==> src/rtl/mfd_pkg.sv <==
// Shared types and constants for the motor feedback multi-turn decoder.
// No dependencies; every other file in rtl imports this package.
package mfd_pkg;

  localparam int ByteW = 8;
  localparam int WordW = 16;
  localparam int WideW = WordW + 1;
  localparam int ContW = 32;
  localparam int TurnBits = 13;
  localparam int ContExtW = ContW - WordW - TurnBits;

  localparam logic KIND_FRAME = 1'b0;
  localparam logic KIND_TICK = 1'b1;

  localparam logic signed [WideW-1:0] LAP_JUMP = 17'sd4000;
  localparam logic signed [WideW-1:0] LAP_LIMIT = 17'sd32500;
  localparam logic [WordW-1:0] TIMEOUT_RESET = 16'd50;

  typedef struct packed {
    logic             kind;
    logic [ByteW-1:0] byte_0;
    logic [ByteW-1:0] byte_1;
    logic [ByteW-1:0] byte_2;
    logic [ByteW-1:0] byte_3;
    logic [ByteW-1:0] byte_4;
    logic [ByteW-1:0] byte_5;
    logic [ByteW-1:0] byte_6;
  } mfd_req_t;

  typedef struct packed {
    logic signed [WordW-1:0] angle;
    logic signed [WordW-1:0] speed;
    logic signed [WordW-1:0] current;
    logic [ByteW-1:0]        temperature;
    logic signed [WordW-1:0] laps;
    logic signed [ContW-1:0] continuous_angle;
    logic                    laps_wrapped;
    logic                    online;
  } mfd_res_t;

endpackage

==> src/rtl/mfd_in_stage.sv <==
// Input register stage: captures one request and holds it until the
// tracking logic and output register can take it. Depends on mfd_pkg.
module mfd_in_stage import mfd_pkg::*; (
  input  logic     clk,
  input  logic     rst_n,
  input  logic     in_valid,
  output logic     in_ready,
  input  mfd_req_t req_i,
  input  logic     advance,
  output logic     valid_o,
  output mfd_req_t req_o
);

  logic     valid_r, valid_nxt;
  mfd_req_t req_r;

  assign in_ready = !valid_r || advance;

  always_comb begin
    valid_nxt = valid_r;
    if (in_valid && in_ready) begin
      valid_nxt = 1'b1;
    end else if (advance) begin
      valid_nxt = 1'b0;
    end
  end

  always_ff @(posedge clk) begin
    if (!rst_n) begin
      valid_r <= 1'b0;
    end else begin
      valid_r <= valid_nxt;
    end
  end

  always_ff @(posedge clk) begin
    if (in_valid && in_ready) begin
      req_r <= req_i;
    end
  end

  assign valid_o = valid_r;
  assign req_o = req_r;

endmodule

==> src/rtl/mfd_track.sv <==
// Decode, lap tracking and offline countdown: holds the decoder state and
// forms the result for the request in the input register. Depends on mfd_pkg.
module mfd_track import mfd_pkg::*; (
  input  logic             clk,
  input  logic             rst_n,
  input  logic             fire,
  input  mfd_req_t         req_i,
  input  logic [WordW-1:0] timeout_i,
  output mfd_res_t         res_o
);

  logic signed [WordW-1:0] prev_angle_r, prev_angle_nxt;
  logic signed [WordW-1:0] lap_r, lap_nxt;
  logic signed [WordW-1:0] speed_r, speed_nxt;
  logic signed [WordW-1:0] current_r, current_nxt;
  logic [ByteW-1:0]        temp_r, temp_nxt;
  logic [WordW-1:0]        countdown_r, countdown_nxt;

  logic signed [WordW-1:0] angle_in;
  logic signed [WideW-1:0] diff;
  logic signed [WideW-1:0] lap_step;
  logic                    wrap;

  always_comb begin
    angle_in = $signed({req_i.byte_0, req_i.byte_1});
    diff = $signed({angle_in[WordW-1], angle_in})
         - $signed({prev_angle_r[WordW-1], prev_angle_r});
    lap_step = $signed({lap_r[WordW-1], lap_r});
    priority if (diff < -LAP_JUMP) begin
      lap_step = lap_step + 17'sd1;
    end else if (diff > LAP_JUMP) begin
      lap_step = lap_step - 17'sd1;
    end
    wrap = (lap_step > LAP_LIMIT) || (lap_step < -LAP_LIMIT);

    prev_angle_nxt = prev_angle_r;
    lap_nxt = lap_r;
    speed_nxt = speed_r;
    current_nxt = current_r;
    temp_nxt = temp_r;
    countdown_nxt = countdown_r;
    if (req_i.kind == KIND_FRAME) begin
      prev_angle_nxt = angle_in;
      lap_nxt = wrap ? '0 : lap_step[WordW-1:0];
      speed_nxt = $signed({req_i.byte_2, req_i.byte_3});
      current_nxt = $signed({req_i.byte_4, req_i.byte_5});
      temp_nxt = req_i.byte_6;
      countdown_nxt = timeout_i;
    end else if (countdown_r != '0) begin
      countdown_nxt = countdown_r - 16'd1;
    end

    res_o.angle = prev_angle_nxt;
    res_o.speed = speed_nxt;
    res_o.current = current_nxt;
    res_o.temperature = temp_nxt;
    res_o.laps = lap_nxt;
    res_o.continuous_angle = $signed({{ContExtW{lap_nxt[WordW-1]}}, lap_nxt, {TurnBits{1'b0}}})
                           + $signed({{(ContW-WordW){prev_angle_nxt[WordW-1]}},
                                      prev_angle_nxt});
    res_o.laps_wrapped = (req_i.kind == KIND_FRAME) && wrap;
    res_o.online = countdown_nxt != '0;
  end

  always_ff @(posedge clk) begin
    if (!rst_n) begin
      prev_angle_r <= '0;
      lap_r <= '0;
      speed_r <= '0;
      current_r <= '0;
      temp_r <= '0;
      countdown_r <= '0;
    end else if (fire) begin
      prev_angle_r <= prev_angle_nxt;
      lap_r <= lap_nxt;
      speed_r <= speed_nxt;
      current_r <= current_nxt;
      temp_r <= temp_nxt;
      countdown_r <= countdown_nxt;
    end
  end

endmodule

==> src/rtl/mfd_out_stage.sv <==
// Result register: holds one finished result until the consumer takes it.
// Depends on mfd_pkg.
module mfd_out_stage import mfd_pkg::*; (
  input  logic     clk,
  input  logic     rst_n,
  input  logic     load,
  input  mfd_res_t res_i,
  output logic     advance,
  output logic     out_valid,
  input  logic     out_ready,
  output mfd_res_t res_o
);

  logic     valid_r, valid_nxt;
  mfd_res_t res_r;

  assign advance = !valid_r || out_ready;

  always_comb begin
    valid_nxt = valid_r;
    if (load) begin
      valid_nxt = 1'b1;
    end else if (out_ready) begin
      valid_nxt = 1'b0;
    end
  end

  always_ff @(posedge clk) begin
    if (!rst_n) begin
      valid_r <= 1'b0;
    end else begin
      valid_r <= valid_nxt;
    end
  end

  always_ff @(posedge clk) begin
    if (load) begin
      res_r <= res_i;
    end
  end

  assign out_valid = valid_r;
  assign res_o = res_r;

endmodule

==> src/rtl/motor_feedback_multiturn_decoder_core.sv <==
// Motor feedback multi-turn decoder, top level: input register, tracking
// logic, result register and the timeout register. Depends on mfd_pkg and
// mfd_in_stage, mfd_track, mfd_out_stage.
//
// Each request is a feedback frame or a time tick and yields exactly one
// result. A request is captured in the input register, the decode, lap
// count and countdown update are done on the way to the result register,
// and its result is held there until the consumer takes it. One request is
// accepted every cycle while results are taken; the lap state register
// closes its loop through combinational logic alone, so it sets no further
// limit. The timeout register resets to 50 and should only be written while
// no request is in flight.
module motor_feedback_multiturn_decoder_core import mfd_pkg::*; (
  input  logic                    clk,
  input  logic                    rst_n,
  input  logic                    cfg_we,
  input  logic [WordW-1:0]        cfg_data,
  input  logic                    in_valid,
  output logic                    in_ready,
  input  logic                    in_kind,
  input  logic [ByteW-1:0]        in_byte_0,
  input  logic [ByteW-1:0]        in_byte_1,
  input  logic [ByteW-1:0]        in_byte_2,
  input  logic [ByteW-1:0]        in_byte_3,
  input  logic [ByteW-1:0]        in_byte_4,
  input  logic [ByteW-1:0]        in_byte_5,
  input  logic [ByteW-1:0]        in_byte_6,
  output logic                    out_valid,
  input  logic                    out_ready,
  output logic signed [WordW-1:0] out_angle,
  output logic signed [WordW-1:0] out_speed,
  output logic signed [WordW-1:0] out_current,
  output logic [ByteW-1:0]        out_temperature,
  output logic signed [WordW-1:0] out_laps,
  output logic signed [ContW-1:0] out_continuous_angle,
  output logic                    out_laps_wrapped,
  output logic                    out_online
);

  logic [WordW-1:0] timeout_r;
  mfd_req_t         req_in, req_s1;
  mfd_res_t         res_comb, res_out;
  logic             s1_valid, advance, fire;

  always_ff @(posedge clk) begin
    if (!rst_n) begin
      timeout_r <= TIMEOUT_RESET;
    end else if (cfg_we) begin
      timeout_r <= cfg_data;
    end
  end

  assign req_in = '{kind: in_kind, byte_0: in_byte_0, byte_1: in_byte_1,
                    byte_2: in_byte_2, byte_3: in_byte_3, byte_4: in_byte_4,
                    byte_5: in_byte_5, byte_6: in_byte_6};

  assign fire = s1_valid && advance;

  mfd_in_stage u_in (
    .clk      (clk),
    .rst_n    (rst_n),
    .in_valid (in_valid),
    .in_ready (in_ready),
    .req_i    (req_in),
    .advance  (advance),
    .valid_o  (s1_valid),
    .req_o    (req_s1)
  );

  mfd_track u_track (
    .clk       (clk),
    .rst_n     (rst_n),
    .fire      (fire),
    .req_i     (req_s1),
    .timeout_i (timeout_r),
    .res_o     (res_comb)
  );

  mfd_out_stage u_out (
    .clk       (clk),
    .rst_n     (rst_n),
    .load      (fire),
    .res_i     (res_comb),
    .advance   (advance),
    .out_valid (out_valid),
    .out_ready (out_ready),
    .res_o     (res_out)
  );

  assign out_angle = res_out.angle;
  assign out_speed = res_out.speed;
  assign out_current = res_out.current;
  assign out_temperature = res_out.temperature;
  assign out_laps = res_out.laps;
  assign out_continuous_angle = res_out.continuous_angle;
  assign out_laps_wrapped = res_out.laps_wrapped;
  assign out_online = res_out.online;

  a_laps_range: assert property (@(posedge clk) disable iff (!rst_n)
    out_valid |-> (out_laps <= 16'sd32500) && (out_laps >= -16'sd32500))
    else $error("lap count out of range");

  a_wrap_clears: assert property (@(posedge clk) disable iff (!rst_n)
    out_valid && out_laps_wrapped |-> out_laps == '0)
    else $error("wrap flag set with nonzero lap count");

  a_cont_angle: assert property (@(posedge clk) disable iff (!rst_n)
    out_valid |-> out_continuous_angle ==
      $signed({{ContExtW{out_laps[WordW-1]}}, out_laps, {TurnBits{1'b0}}})
      + $signed({{(ContW-WordW){out_angle[WordW-1]}}, out_angle}))
    else $error("continuous angle mismatch");

  a_stall_only: assert property (@(posedge clk) disable iff (!rst_n)
    !in_ready |-> out_valid && !out_ready && s1_valid)
    else $error("input stalled without a blocked result");

endmodule
==> config.mk <==
export PLATFORM = sky130hd
export DESIGN_NAME = motor_feedback_multiturn_decoder_core
export DESIGN_NICKNAME = d
export VERILOG_FILES = /design/src/rtl/mfd_pkg.sv /design/src/rtl/mfd_in_stage.sv /design/src/rtl/mfd_track.sv /design/src/rtl/mfd_out_stage.sv /design/src/rtl/motor_feedback_multiturn_decoder_core.sv
export SDC_FILE = /design/constraint.sdc
export NUM_CORES = 1
export LEC_CHECK = 0
export BUFFER_PORTS_ARGS = -buffer_cell sky130_fd_sc_hd__buf_2
export CELL_PAD_IN_SITES_DETAIL_PLACEMENT = 0
export CELL_PAD_IN_SITES_GLOBAL_PLACEMENT = 1
export CORE_MARGIN = 4
export CORE_UTILIZATION = 45
export DETAILED_ROUTE_END_ITERATION = 8
export PLACE_DENSITY = 0.86
export SLEW_MARGIN = 15
export SYNTH_ARGS = -nofsm -noshare
export SYNTH_HDL_FRONTEND = slang
export SYNTH_SLANG_ARGS = --single-unit
==> constraint.sdc <==
create_clock -name clk -period 9 [get_ports clk]
set_clock_uncertainty 0.15 [all_clocks]
set_input_delay 0.9 -clock clk [delete_from_list [all_inputs] [get_ports clk]]
set_output_delay 0.9 -clock clk [all_outputs]
set_load 0.02 [all_outputs]
==> impl_metrics.json, run 1 <==
{
  "swShare_pct": 37.2,
  "final_layout_size_suffix_gt1_share_pct": 23.0,
  "layout_commonest_cell": "nand2_1",
  "num_io_pins": 186,
  "worstHoldStart": "u_track.temp_r[7]",
  "dieWidth_microns": 174,
  "synth.largest_area_cell": "edfxtp_1",
  "grt_pass1_wl_mm": 46.4,
  "worst_skew_pair.late_latency_ns": 0.56,
  "fin_crit_ns": 8.00,
  "routed_wl_mm": 28.3,
  "fin_util_pct": 53.2,
  "yosysUniqueCellTypes": 74,
  "grt_usage_pct": 18.1,
  "crit_cells": 32,
  "viasPerCell": 5.30,
  "drt_pre_antenna_iters": 5,
  "async_reset_ff_share_pct": 0,
  "rsz0062_at_grt": "false",
  "synth_top_flop_cell": "edfxtp_1",
  "holdPathEnd": "u_track.temp_r[7]",
  "r2r_cells": 32,
  "timing.fmax_mhz": 125,
  "cts.sinks": 254,
  "htreeDepth": 1,
  "setup_viol": 0,
  "final.setup.tns_ns": 0,
  "cp-end-kind": "flop",
  "post-route-period-util_pct": 88.9,
  "slew_viol_final": 0,
  "drv_cap": 0,
  "reg2reg_slack_ns": 1.0,
  "seq_area_frac_synth_pct": 52.7,
  "cts_tree": "built",
  "arrival_ns": 8.15,
  "portBuffers": 185,
  "drt_iter0_drc": 673,
  "synth_edf_count": 148,
  "fin_area_sq_um": 14400,
  "crit_buf_inv": 2,
  "instances_no_fill": 1755,
  "path_class": "flop to flop",
  "power_density_nw_per_um2": 315,
  "dp_hpwl_mm": 19.0,
  "antenna_found_initial": 3,
  "status": "complete, no violations",
  "min_path_cells": 2,
  "clkPwrFrac_pct": 24.4,
  "dp.cells": 1704,
  "numCtsBuffers": 27,
  "grt_overflow": 0,
  "place_area_sq_um": 13500,
  "critPathMaxFanout": 25,
  "synth_nets": 1337,
  "drc": 0,
  "combPwrFrac_pct": 41.5,
  "fin_hold_ws_ns": 0.302,
  "vias": 9306,
  "syn_avg_cell_area_sq_um": 10.2,
  "slowest_stage": "a2111oi_0",
  "power_frac_seq_pct": 34.1,
  "ant_nets": 0,
  "synthCells": 1221,
  "gp_congestion": 0.873,
  "timing.rr.start": "u_in.req_o[40]",
  "layout_common_cells": "nand2_1 (191), buf_2 (185), edfxtp_1 (148)",
  "area_growth_pct": 15.7,
  "ys_seq_elements": 254,
  "cts_buffer_depth": 3,
  "yosys_warnings": 0,
  "r2r_end": "u_out.res_o[32]",
  "synthTopCellsByArea": "edfxtp_1 (36%), dfxtp_1 (17%), nand2_1 (5.8%)",
  "path_delay_family": "compound AO/OA/AOI/OAI gates",
  "cp-start-kind": "flop",
  "p_int_mw": 2.86,
  "cts_hold_buf": 0,
  "max_slew.worst_pin.slew_ns": 0.956,
  "first_global_vias": 9101,
  "cts_setup_buffers": 0,
  "wire_per_inst_microns": 16.1,
  "worstPathRequired_ns": 9.15,
  "p_leak_nw": 5.68,
  "post-synth-top-area-fraction_pct": 35.7,
  "initial_core_util_pct": 46.0,
  "coreArea_sq_um": 27100,
  "grt_max_degree": 83,
  "synth_area_sq_um": 12500,
  "clk_pin_slew_worst_paths_ns": 0.06,
  "hold_class": "flop to flop",
  "cts_root_buffer": "clkbuf_16",
  "nets": 1477,
  "rows": 60,
  "fp.dieH_microns": 174,
  "finalHoldViolations": 0,
  "ir_worst_vdd_mv": 0.233,
  "slowest_delay_ns": 0.79,
  "die_area_sq_um": 30400,
  "relSlewSlack_pct": 36.3,
  "p_switching_mw": 1.69
}
==> layer usage <==
layer / part of all wire (%) / global-route usage (%)
met3: 6.0 / 3.81
met5: 0.14 / 0
met4: 2.2 / 4.16
met1: 45 / 24.8
met2: 47 / 29.8
==> per-stage QoR <==
stage                     power (mW)  setup slack (ns)
final                           4.55              1.00
after global routing            4.87            0.0234
after CTS                       4.58             0.974
after detailed placement        3.45             0.982
after global placement          3.43              1.17
after floorplan                 3.07              1.72
==> power by group through the flow <==
stage	registers (mW)	logic (mW)	clock network, mW
6_report	1.55	1.89	1.11
5_1_grt	1.57	2.10	1.20
4_1_cts	1.55	1.88	1.14
3_5_place_dp	1.58	1.88	0
3_3_place_gp	1.58	1.86	0
2_1_floorplan	1.65	1.42	0
==> tightest hold or removal path, stage by stage, from the launching register on <==
cell,delay (ns)
dfxtp_1,0.30
nand2_1,0.05
a21oi_1,0.05
==> worst max path at each step <==
| stage | start | end |
|---|---|---|
| global route | u_in.req_o[40] | u_out.res_o[32] |
| detailed placement | u_in.req_o[40] | u_out.res_o[32] |
| floorplan | u_in.req_o[40] | u_out.res_o[32] |
| finish | u_in.req_o[40] | u_out.res_o[32] |
| CTS | u_in.req_o[40] | u_out.res_o[32] |
| global placement | u_in.req_o[40] | u_out.res_o[32] |
==> area by class of cell <==
cell class | count | area [sq um]
Timing Repair Buffer | 192 | 978
Clock buffer | 35 | 747
Antenna cell | 1 | 2.50
Multi-Input combinational cell | 838 | 5330
Clock inverter | 15 | 148
Sequential cell | 254 | 6570
Fill cell | 2408 | 12700
Inverter | 48 | 186
Tap cell | 372 | 465
==> synth_stat cells (4+ instances only) <==
| master | n |
|---|---|
| buf_2 | 6 |
| o21ai_0 | 36 |
| a22oi_1 | 4 |
| a21oi_1 | 118 |
| o31ai_1 | 9 |
| a21o_1 | 12 |
| o21a_1 | 6 |
| buf_1 | 6 |
| nand2_1 | 191 |
| clkbuf_1 | 50 |
| a211oi_1 | 10 |
| or3_1 | 16 |
| o311ai_0 | 4 |
| xor2_1 | 15 |
| nand4_1 | 6 |
| nand2b_1 | 13 |
| xnor2_1 | 24 |
| o22ai_1 | 5 |
| mux2i_1 | 22 |
| o211ai_1 | 6 |
| nor4_1 | 7 |
| buf_4 | 16 |
| o21bai_1 | 6 |
| nand3b_1 | 4 |
| and2_1 | 14 |
| inv_1 | 47 |
| mux2_2 | 59 |
| and3_1 | 11 |
| o2bb2ai_1 | 4 |
| a2111oi_0 | 4 |
| nand3_1 | 15 |
| nor2b_1 | 10 |
| a31oi_1 | 4 |
| dfxtp_1 | 106 |
| edfxtp_1 | 148 |
| a21boi_0 | 7 |
| nor3_1 | 25 |
| nor2_1 | 83 |
| a41oi_1 | 4 |
| ha_1 | 36 |
==> registers in the layout, summed over array words and instances (netlist names) <==
| register | flops |
|---|---|
| u_track.current_r | 16 |
| timeout_r | 16 |
| u_track.speed_r | 16 |
| u_track.lap_r | 16 |
| u_out.out_valid | 1 |
| u_track.temp_r | 8 |
| u_track.countdown_r | 16 |
| u_in.req_o | 57 |
| u_track.prev_angle_r | 16 |
| u_out.res_o | 91 |
| u_in.valid_o | 1 |
==> timing repair <==
| action | in CTS | in global routing |
|---|---|---|
| setup endpoints to repair | 0 | 1 |
| resized for setup | 0 | 1 |
| endpoints found under the hold margin | 0 | 0 |
==> logic make-up after synthesis <==
logic type	share of synthesized area [%]
multiplexers	7.10
AND/OR/NAND/NOR	15.0
AO/OA/AOI/OAI	13.9
adder cells (fa/ha/maj)	3.93
flip-flops	52.7
buffers and inverters	4.61
XOR/XNOR	2.74
Note: power is estimated with default switching activity, not from simulation.
==> run 2, diff against run 1 <==
--- a/config.mk
+++ b/config.mk
@@ -8,7 +8,6 @@
 export BUFFER_PORTS_ARGS = -buffer_cell sky130_fd_sc_hd__buf_2
 export CELL_PAD_IN_SITES_DETAIL_PLACEMENT = 0
 export CELL_PAD_IN_SITES_GLOBAL_PLACEMENT = 1
-export CORE_MARGIN = 4
 export CORE_UTILIZATION = 45
 export DETAILED_ROUTE_END_ITERATION = 8
 export PLACE_DENSITY = 0.86
==> run 2 against run 1 <==
Against the previous run:
- critical path depth increased by 2
- routed wire length decreased by 1.3%
- worst hold slack lost 0.00084 ns
- clock power rose by 12%
- flip-flop and latch count is the same
- register-to-register slack about the same
==> impl_metrics.json, run 2 (synthesis results as in run 1) <==
{
  "status": "complete, no violations",
  "fp.dieH_microns": 168,
  "holdPathEnd": "u_track.speed_r[0]",
  "antenna_found_initial": 3,
  "clk_pin_slew_worst_paths_ns": 0.06,
  "layout_commonest_cell": "nand2_1",
  "drt_pre_antenna_iters": 5,
  "cts_buffer_depth": 3,
  "initial_core_util_pct": 46.1,
  "layout_common_cells": "nand2_1 (191), buf_2 (185), edfxtp_1 (148)",
  "worstHoldStart": "u_track.speed_r[0]",
  "grt_usage_pct": 19.3,
  "cts_setup_buffers": 0,
  "htreeDepth": 1,
  "fin_crit_ns": 7.99,
  "vias": 9355,
  "power_density_nw_per_um2": 325,
  "viasPerCell": 5.42,
  "largest_reg_flops": 91,
  "p_leak_nw": 5.71,
  "place_area_sq_um": 13500,
  "die_area_sq_um": 28400,
  "cts_tree": "built",
  "timing.rr.start": "u_in.req_o[40]",
  "first_global_vias": 8883,
  "slowest_stage": "a211oi_1",
  "slew_viol_final": 0,
  "fin_area_sq_um": 14500,
  "final.setup.tns_ns": 0,
  "hold_class": "flop to flop",
  "gp_congestion": 0.878,
  "final_layout_size_suffix_gt1_share_pct": 22.9,
  "grt_overflow": 0,
  "critPathMaxFanout": 8,
  "r2r_end": "u_out.res_o[32]",
  "max_slew.worst_pin.slew_ns": 1.05,
  "rows": 60,
  "timing.fmax_mhz": 125,
  "ir_worst_vdd_mv": 0.283,
  "area_growth_pct": 16.3,
  "slowest_delay_ns": 0.53,
  "rsz0062_at_grt": "false",
  "r2r_cells": 34,
  "coreArea_sq_um": 27000,
  "finalHoldViolations": 0,
  "cp-end-kind": "flop",
  "grt_pass1_wl_mm": 44.6,
  "ant_nets": 0,
  "fin_util_pct": 53.6,
  "wire_per_inst_microns": 16.2,
  "cts_root_buffer": "clkbuf_16",
  "routed_wl_mm": 28.0,
  "worst_skew_pair.late_latency_ns": 0.54,
  "worstPathRequired_ns": 9.13,
  "drc": 0,
  "setup_ws_ns": 1.01,
  "post-route-period-util_pct": 88.8,
  "numCtsBuffers": 27,
  "relSlewSlack_pct": 30.0,
  "min_path_cells": 2,
  "cts_hold_buf": 0,
  "drv_cap": 0,
  "setup_viol": 0,
  "dp_hpwl_mm": 18.5,
  "preCtsSetupSlack_ns": 1.02,
  "dieWidth_microns": 168,
  "cts_resized": 0,
  "portBuffers": 185,
  "num_io_pins": 186,
  "nets": 1477,
  "drt_iter0_drc": 632,
  "cp-start-kind": "flop",
  "reg2reg_slack_ns": 1.01,
  "arrival_ns": 8.12,
  "path_delay_family": "compound AO/OA/AOI/OAI gates",
  "crit_buf_inv": 2,
  "cts.sinks": 254,
  "path_class": "flop to flop",
  "grt_max_degree": 90
}
[run 2: cell count changes in the layout (fill, tap and decap cells not counted)]
| cell | change |
|---|---|
| clkinv_1 | +2 |
| clkbuf_8 | -2 |
| bufinv_16 | +6 |
| diode_2 | +1 |
| clkbuf_16 | -1 |
| a2111oi_0 | -1 |
| inv_16 | -1 |
| a2111oi_1 | +1 |
| inv_6 | +2 |
| clkinv_2 | -5 |
| clkinv_4 | -1 |
[run 2: tightest hold or removal path, stage by stage, from the launching register on]
cell and delay, ns:
dfxtp_1 0.31, nand2_1 0.05, a21oi_1 0.05
[run 2: routing by layer]
metal,vias up,routed length [microns],global-route usage [%]
met4,2,563,5.22
met3,50,1630,3.93
met1,4426,12700,25.1
li1,4635,-,-
met5,-,8,0
met2,242,13100,32.8
[run 2: report_power, final]
group | switching (mW) | internal, mW | leakage, nW
combinational | 1.16 | 0.751 | 2.94
clock | 0.462 | 0.782 | 0.488
sequential | 0.0894 | 1.46 | 2.29
total | 1.72 | 3.00 | 5.71
[run 2: worst max-delay path by stage]
stage	cells past startpoint	slack (ns)	startpoint	endpoint
2_1_floorplan	36	1.72	u_in.req_o[40]	u_out.res_o[32]
3_3_place_gp	32	1.21	u_in.req_o[40]	u_out.res_o[32]
3_5_place_dp	34	1.02	u_in.req_o[40]	u_out.res_o[32]
4_1_cts	34	0.96	u_in.req_o[40]	u_out.res_o[32]
5_1_grt	34	0.008	u_in.req_o[40]	u_out.res_o[32]
6_report	34	1.01	u_in.req_o[40]	u_out.res_o[32]
[run 2: per-stage QoR]
stage / hold WS (ns) / power (mW) / std cells
floorplan: 0.283 / 3.07 / 1221
global placement: 0.288 / 3.46 / 1673
detailed placement: 0.297 / 3.47 / 1673
CTS: 0.305 / 4.73 / 1723
global route: 0.323 / 4.99 / 1723
finish: 0.301 / 4.71 / 1725
[run 2: area by class of cell]
class                      count  area [sq um]
fill                        2353         12500
sequential                   254          6570
multi-input combinational    838          5340
timing repair buffer         192           978
clock buffer                  32           694
tap                          341           427
clock inverter                18           299
inverter                      48           186
antenna                        2          5.00
==> run 3, diff against run 2 <==
--- a/config.mk
+++ b/config.mk
@@ -8,9 +8,9 @@
 export BUFFER_PORTS_ARGS = -buffer_cell sky130_fd_sc_hd__buf_2
 export CELL_PAD_IN_SITES_DETAIL_PLACEMENT = 0
 export CELL_PAD_IN_SITES_GLOBAL_PLACEMENT = 1
-export CORE_UTILIZATION = 45
+export CORE_UTILIZATION = 30
 export DETAILED_ROUTE_END_ITERATION = 8
-export PLACE_DENSITY = 0.86
+export PLACE_DENSITY = 0.63
 export SLEW_MARGIN = 15
 export SYNTH_ARGS = -nofsm -noshare
 export SYNTH_HDL_FRONTEND = slang
==> run 3 against run 2 <==
Against the previous run:
- maximum frequency decreased by 2.8%
- combinational power about the same
- die area increased by 49%
- critical path depth unchanged
- setup slack got worse by 0.23 ns
- largest cell class unchanged
- non-clock buffer count unchanged
- critical path type unchanged
- global-route usage decreased by 4.6 points
- final cell count increased by 11%
==> impl_metrics.json, run 3 (synthesis results as in run 1) <==
{
  "ant_nets": 0,
  "timing.fmax_mhz": 122,
  "nets": 1480,
  "wire_per_inst_microns": 16.3,
  "reg2reg_slack_ns": 0.78,
  "cp-start-kind": "flop",
  "max_slew.worst_pin.slew_ns": 0.941,
  "clk_pin_slew_worst_paths_ns": 0.06,
  "grt_max_degree": 104,
  "dp.cells": 1864,
  "fp.dieH_microns": 206,
  "final_layout_size_suffix_gt1_share_pct": 23.2,
  "drt_iter0_drc": 445,
  "num_io_pins": 186,
  "slowest_stage": "a2111oi_0",
  "final-seq-area_sq_um": 6570,
  "fin_crit_ns": 8.22,
  "critPathMaxFanout": 8,
  "final.setup.tns_ns": 0,
  "instances_no_fill": 1920,
  "post-route-period-util_pct": 91.3,
  "worst_skew_pair.late_latency_ns": 0.59,
  "cp-end-kind": "flop",
  "path_class": "flop to flop",
  "min_path_cells": 2,
  "gp_congestion": 0.851,
  "cts.sinks": 254,
  "slew_viol_final": 0,
  "setup_viol": 0,
  "r2r_cells": 34,
  "vias": 9300,
  "htreeDepth": 1,
  "dieWidth_microns": 206,
  "status": "complete, no violations",
  "slowest_delay_ns": 0.79,
  "layout_common_cells": "nand2_1 (191), buf_2 (185), edfxtp_1 (148)",
  "cts_tree": "built",
  "rsz0062_at_grt": "false",
  "largest_reg_flops": 91,
  "worstPathRequired_ns": 9.17,
  "cts_hold_buf": 0,
  "dp_hpwl_mm": 20.7,
  "portBuffers": 185,
  "worstHoldStart": "u_track.speed_r[9]",
  "ir_worst_vdd_mv": 0.189,
  "grt_usage_pct": 14.7,
  "grt_overflow": 0,
  "routed_wl_mm": 31.3,
  "drc": 0,
  "nFillCells": 4156,
  "timing.rr.start": "u_in.req_o[40]",
  "initial_core_util_pct": 30.5,
  "hold_class": "flop to flop",
  "relSlewSlack_pct": 37.3,
  "area_growth_pct": 18.6,
  "holdPathEnd": "u_track.speed_r[9]",
  "drv_cap": 0,
  "first_global_vias": 9065,
  "arrival_ns": 8.39,
  "r2r_end": "u_out.res_o[32]",
  "coreArea_sq_um": 40900,
  "p_leak_nw": 5.74,
  "cts_buffer_depth": 3,
  "cts_root_buffer": "clkbuf_16",
  "cts_resized": 0,
  "drt_pre_antenna_iters": 6,
  "fin_hold_ws_ns": 0.300,
  "numCtsBuffers": 30,
  "antenna_found_initial": 7,
  "rows": 74,
  "cts_setup_buffers": 0,
  "grt_pass1_wl_mm": 49.5,
  "viasPerCell": 4.84,
  "power_density_nw_per_um2": 320,
  "finalHoldViolations": 0,
  "fin_util_pct": 36.1,
  "layout_commonest_cell": "nand2_1",
  "total_power_mw": 4.73,
  "die_area_sq_um": 42400,
  "multiInputGateArea_sq_um": 5340
}
-- run 3: cell types whose count changed in the layout (fill, tap and decap cells not counted), sizes merged --
cell / before / now
bufinv: 8 / 4
clkinv: 9 / 10
clkinvlp: 0 / 1
inv: 49 / 47
clkbuf: 32 / 40
-- run 3: cell type report --
cell class                 instances  share of cell area, %
timing repair buffer             192                   6.62
inverter                          48                   1.26
multi-input combinational        838                   36.1
tap                              532                   4.50
clock buffer                      40                   5.74
clock inverter                    14                   1.32
antenna                            2                 0.0338
sequential                       254                   44.4
-- run 3: worst max-delay path by stage --
stage,from,end,slack [ns],cells past startpoint
finish,u_in.req_o[40],u_out.res_o[32],0.78,34
detailed placement,u_in.req_o[40],u_out.res_o[32],0.82,34
global route,u_in.req_o[40],u_out.res_o[32],0.01,34
floorplan,u_in.req_o[40],u_out.res_o[32],1.72,36
global placement,u_in.req_o[46],u_out.res_o[32],0.98,32
CTS,u_in.req_o[40],u_out.res_o[32],0.76,34
-- run 3: critical path, delay by kind of cell (launching register included) --
| kind | cells | cell delay (ns) |
|---|---|---|
| flip-flops | 1 | 0.32 |
| adder cells (fa/ha/maj) | 4 | 1.20 |
| AO/OA/AOI/OAI | 19 | 4.28 |
| AND/OR/NAND/NOR | 7 | 1.52 |
| buffers and inverters | 2 | 0.10 |
| XOR/XNOR | 2 | 0.38 |
-- run 3: power by group --
group	switching [mW]	internal, mW	total [mW]	leakage (nW)
clock network	0.493	0.773	1.27	0.512
registers	0.0907	1.46	1.55	2.29
logic	1.16	0.750	1.91	2.94
-- run 3: metrics by stage --
| stage | area, sq um | setup WS [ns] |
|---|---|---|
| after global routing | 14800 | 0.00983 |
| final | 14800 | 0.779 |
| after detailed placement | 13700 | 0.820 |
| after floorplan | 12500 | 1.72 |
| after CTS | 14800 | 0.762 |
| after global placement | 13700 | 0.977 |
-- run 3: per-layer routing --
layer / vias up / wire length [microns] / track usage, %
met5: - / 68 / 0
met2: 181 / 14700 / 24.9
met1: 4429 / 14300 / 18.8
met3: 45 / 1630 / 3.69
li1: 4635 / - / -
met4: 10 / 613 / 3.31
